### src/hw/rtl/lfss_pkg.sv
package lfss_pkg;

    // map limits and field widths
    localparam int MAX_COLS = 1024;
    localparam int MAX_ROWS = 1024;
    localparam int SIDE_W   = 11;
    localparam int POS_W    = 10;
    localparam int COL_AW   = $clog2(MAX_COLS);

    // queue depths
    localparam int CMDQ_DEPTH = 4;
    localparam int OUTQ_DEPTH = 4;

    // configuration register indexes
    localparam int CFG_IDX_W = 1;
    localparam logic [CFG_IDX_W-1:0] REG_MAP_COLS = 1'b0;
    localparam logic [CFG_IDX_W-1:0] REG_MAP_ROWS = 1'b1;

    // one classified cell, front to back
    typedef struct packed {
        logic              cell_free;
        logic [COL_AW-1:0] col;
        logic [POS_W-1:0]  row;
        logic              edge_cell;    // first row or first column
        logic              frame_start;  // first cell of the map
        logic              col_wrap;     // last cell of a row
        logic              row_wrap;     // last cell of the map
    } cmd_t;

    // one result item
    typedef struct packed {
        logic [SIDE_W-1:0] square_here;
        logic [SIDE_W-1:0] best_size;
        logic [POS_W-1:0]  best_row;
        logic [POS_W-1:0]  best_col;
        logic              frame_done;
    } result_t;

endpackage

### src/hw/rtl/lfss_front.sv
module lfss_front (
    input  logic                        clk,
    input  logic                        rst_n,
    input  logic [lfss_pkg::SIDE_W-1:0] map_cols,
    input  logic [lfss_pkg::SIDE_W-1:0] map_rows,
    input  logic                        push,
    input  logic                        cell_free,
    output logic                        full,
    input  logic                        cmd_pop,
    output logic                        cmd_empty,
    output lfss_pkg::cmd_t              cmd_head
);
    import lfss_pkg::*;

    localparam int CQ_AW = $clog2(CMDQ_DEPTH);
    localparam int CQ_CW = $clog2(CMDQ_DEPTH + 1);

    // zero acts as one, oversize clamps to the maximum
    function automatic logic [SIDE_W-1:0] bound_dim(
        input logic [SIDE_W-1:0] v,
        input logic [SIDE_W-1:0] top
    );
        logic [SIDE_W-1:0] r;
        begin
            if (v == '0)
                r = SIDE_W'(1);
            else if (v > top)
                r = top;
            else
                r = v;
            return r;
        end
    endfunction

    logic [COL_AW-1:0] col_reg, col_next;
    logic [POS_W-1:0]  row_reg, row_next;
    logic [SIDE_W-1:0] cols_eff, rows_eff;
    logic              accept;
    cmd_t              cmd_new;

    cmd_t              cq_mem [CMDQ_DEPTH];
    logic [CQ_AW-1:0]  cq_wr_reg, cq_rd_reg;
    logic [CQ_CW-1:0]  cq_count_reg;

    assign cols_eff = bound_dim(map_cols, SIDE_W'(MAX_COLS));
    assign rows_eff = bound_dim(map_rows, SIDE_W'(MAX_ROWS));

    assign full      = (cq_count_reg == CQ_CW'(CMDQ_DEPTH));
    assign cmd_empty = (cq_count_reg == '0);
    assign accept    = push && !full;
    assign cmd_head  = cq_mem[cq_rd_reg];

    always_comb
    begin
        cmd_new.cell_free   = cell_free;
        cmd_new.col         = col_reg;
        cmd_new.row         = row_reg;
        cmd_new.edge_cell   = (col_reg == '0) || (row_reg == '0);
        cmd_new.frame_start = (col_reg == '0) && (row_reg == '0);
        cmd_new.col_wrap    = ((SIDE_W'(col_reg) + SIDE_W'(1)) >= cols_eff);
        cmd_new.row_wrap    = cmd_new.col_wrap
                              && ((SIDE_W'(row_reg) + SIDE_W'(1)) >= rows_eff);
        col_next = cmd_new.col_wrap ? '0 : col_reg + COL_AW'(1);
        if (!cmd_new.col_wrap)
            row_next = row_reg;
        else if (cmd_new.row_wrap)
            row_next = '0;
        else
            row_next = row_reg + POS_W'(1);
    end

    always_ff @(posedge clk or negedge rst_n)
    begin
        if (!rst_n)
        begin
            col_reg      <= '0;
            row_reg      <= '0;
            cq_wr_reg    <= '0;
            cq_rd_reg    <= '0;
            cq_count_reg <= '0;
        end
        else
        begin
            if (accept)
            begin
                col_reg   <= col_next;
                row_reg   <= row_next;
                cq_wr_reg <= cq_wr_reg + CQ_AW'(1);
            end
            if (cmd_pop)
                cq_rd_reg <= cq_rd_reg + CQ_AW'(1);
            if (accept && !cmd_pop)
                cq_count_reg <= cq_count_reg + CQ_CW'(1);
            else if (!accept && cmd_pop)
                cq_count_reg <= cq_count_reg - CQ_CW'(1);
        end
    end

    always_ff @(posedge clk)
    begin
        if (accept)
            cq_mem[cq_wr_reg] <= cmd_new;
    end

endmodule

### config.mk
export PLATFORM = sky130hd
export DESIGN_NAME = lfss_front
export DESIGN_NICKNAME = d
export VERILOG_FILES = /design/src/hw/rtl/lfss_pkg.sv /design/src/hw/rtl/lfss_front.sv
export SDC_FILE = /design/constraint.sdc
export NUM_CORES = 1
export LEC_CHECK = 0
export BUFFER_PORTS_ARGS = -buffer_cell sky130_fd_sc_hd__buf_2
export CORE_MARGIN = 3
export CORE_UTILIZATION = 55
export CTS_BUF_LIST = sky130_fd_sc_hd__clkbuf_16
export CTS_CLUSTER_DIAMETER = 40
export CTS_CLUSTER_SIZE = 16
export DETAILED_ROUTE_END_ITERATION = 10
export GPL_TIMING_DRIVEN = 0
export PLACE_DENSITY = 0.77
export SLEW_MARGIN = 25
export SYNTH_ARGS = -nofsm -noshare
export SYNTH_HDL_FRONTEND = slang
export SYNTH_SLANG_ARGS = --single-unit
### constraint.sdc
create_clock -name clk -period 2.92 [get_ports clk]
set_input_delay 0 -clock clk [delete_from_list [all_inputs] [get_ports clk]]
set_output_delay 0 -clock clk [all_outputs]
set_load 0.05 [all_outputs]
==> impl_metrics.ini <==
[critical_path]
cp-startpoint = row_reg[0]$_DFFE_PN0P_
worst_setup_path_start_kind = flip-flop
rr_startpoint = row_reg[0]$_DFFE_PN0P_
cp_max_fo = 5
cp_data_arrival_time_ns = 3.09
required_ns = 3.21
critPathCaptureType = flip-flop
crit_type = reg2reg
r2r_setup_slack_ns = 0.11
r2r_cells = 12
endpoint = row_reg[0]$_DFFE_PN0P_
r2r-end = row_reg[0]$_DFFE_PN0P_

[floorplan]
num_rows = 37
dieArea_um2 = 12100
io_pins = 54
fp.coreArea_um2 = 10400
die_w_um = 110
dieHeight_um = 110
start_util_pct = 57.1

[logic_synthesis]
yosys-top-cells-area = edfxtp_1 50%, dfrtp_1 11%, mux4_2 9.5%, ha_1 6.5%, nand2_1 2.5%
synth_area_um2 = 5950
yosysWarningCount = 0
synth.avg_cell_area_um2 = 15.3
synth-seq-area-share_pct = 61.9
yosysUniqueCellTypes = 56
synthFlopType = edfxtp_1
synth_nets = 448
synthTopCellsByCount = 100 x edfxtp_1, 40 x nand2_1, 31 x ha_1
synth_edf_count = 100
synth_top_area_share_pct = 50.5
syn_inst = 389
synth-async-reset-ratio_pct = 21.3
synth.most_common_cell = edfxtp_1
synth_top_area_cell = edfxtp_1
synth_seq_cells = 127

[timing]
post-route-min-period_ns = 2.81
setup_viol = 0
tightest_slew_ns = 0.703
max_slew_margin_pct = 53.1
finalClockSkew_ns = 0.00475
drv_slew = 0
fmax_mhz = 356
fin_crit_sh_pct = 96.1
holdWs_ns = 0.0207
hold_violations = 0

[layout]
fin_nets = 534
drive_above_1_share_pct = 36.5
largest_reg_flops = 100
antenna_cells = 0
area_growth_pct = 21.0

[pwr]
power_density_nw_per_um2 = 1130
finalPower_mw = 8.12
power_leakage_nw = 2.86
ir_drop_mv = 0.574

[global_route]
grt_pass1_vias = 3579
grt_pass1_wl_um = 18500
grt_antenna_before_repair = 0
grt_use_total_pct = 20.6
overflow = 0
grt_max_degree = 28

[clock_network]
cts_root_buffer = clkbuf_16
path_clk_slew_ns = 0.06
cts.sinks = 127
cts_buffers = 17
cts_tree = done
clock_path_buffers = 2
insertion_delay_ns = 0.40
cts_max_level = 4

[detailed_routing]
avgRoutedWirePerCell_um = 18.7
drc_errors = 0
wl_um = 11700
first_iter_violations = 204
detail_route.vias_per_cell = 5.72
vias = 3569
antenna_left = 0
drt-pass1-iter-count = 4

[placed_design]
gp_routability_congestion = 0.800
portBuffers = 53
hpwl_um = 7290

[hold_path]
hold_class = in2reg

[status]
status = finished clean

[job]
maxCapViolations = 0
==> metrics by stage <==
stage	cells	setup TNS, ns	utilization (%)	area, µm²	setup slack [ns]
floorplan	389	0	-	5950	0.137
detailed placement	578	-2.42	61.3	6390	-0.260
global placement	578	-1.08	61.3	6380	-0.136
CTS	615	0	68.1	7090	0.00182
global route	624	-0.0149	69.1	7200	-0.0149
finish	624	0	69.1	7200	0.115
==> cell families (layout without fill, tap and decap cells) <==
group	after synthesis	count (layout)	synth area share, %
DFF	127	127	61.9
and+or+nand+nor	111	111	10.3
AOI/OAI and AO/OA	46	46	5.30
adders and majority gates	32	32	6.86
muxes	28	28	10.1
buffers and inverters	23	122	1.98
xor gates and xnor gates	22	22	3.62
==> worst min-delay path by stage <==
stage	startpoint	end	slack, ns	depth (start not counted)
CTS	push	col_reg[8]$_DFFE_PN0P_	0.006	4
finish	push	col_reg[8]$_DFFE_PN0P_	0.02	4
detailed placement	rst_n	row_reg[6]$_DFFE_PN0P_	0.08	1
global route	push	col_reg[8]$_DFFE_PN0P_	0.03	4
floorplan	rst_n	col_reg[0]$_DFFE_PN0P_	-0.30	0
global placement	rst_n	cq_rd_reg[0]$_DFFE_PN0P_	0.06	1
==> per-layer routing <==
layer	track usage [%]	part of all wire, %	vias up
met5	0	0	-
met4	7.21	1.1	0
met3	3.96	4.6	10
met2	32.9	50	104
met1	28.6	45	1799
li1	-	-	1656
==> placed cells by master, fill, tap and decap left out, drive strengths merged, types with 2 or more instances in the layout <==
cell type | netlist | layout
nand3 | 14 | 14
xnor2 | 10 | 10
clkinv | 2 | 8
nor2 | 13 | 13
nor2b | 7 | 7
nor3 | 7 | 7
nand2 | 41 | 41
xor2 | 12 | 12
nand2b | 3 | 3
a21o | 3 | 3
bufinv | 0 | 5
nor4 | 7 | 7
a31o | 4 | 4
a31oi | 2 | 2
dfrtp | 27 | 27
mux4 | 25 | 25
buf | 10 | 75
nand4 | 4 | 4
nand4b | 2 | 2
and2 | 5 | 5
inv | 9 | 10
edfxtp | 100 | 100
clkinvlp | 0 | 3
and3 | 5 | 5
ha | 31 | 31
mux2 | 2 | 2
a22o | 7 | 7
dlygate4sd3 | 0 | 3
o21ai | 15 | 15
a21oi | 13 | 13
clkbuf | 2 | 18
==> worst max-delay path: stages, from the launching register on <==
cell      delay [ns]
dfrtp_2         0.44
ha_2            0.23
nand3_2         0.12
nor2_2          0.07
and3_2          0.23
and3_1          0.19
ha_1            0.31
nand4_1         0.16
a211oi_2        0.29
nor3_2          0.08
buf_4           0.16
and2_4          0.16
mux2_4          0.25
==> where the power goes <==
group / internal [mW] / switching (mW)
sequential: 2.51 / 0.270
clock: 1.51 / 0.764
combinational: 1.08 / 1.98
total: 5.10 / 3.02
==> what timing repair did <==
| item | CTS | global route |
|---|---|---|
| setup buffers | 2 | 10 |
| hold buffers | 3 | 0 |
| gates resized for setup | 6 | 11 |
| endpoints found under the hold margin | 33 | 0 |
| pin swaps | 2 | 2 |
| setup endpoints to repair | 18 | 18 |
==> cell type report <==
type                    count  area [µm²]
plain buffers              11        72.6
clock buffers              17         425
clock inverters            15         218
fillers                   673        3220
inverters                  11        41.3
multi-input cells         239        2200
flip-flops and latches    127        3690
well taps                 136         170
repair buffers             68         385
Note: power is estimated with default switching activity, not from simulation.
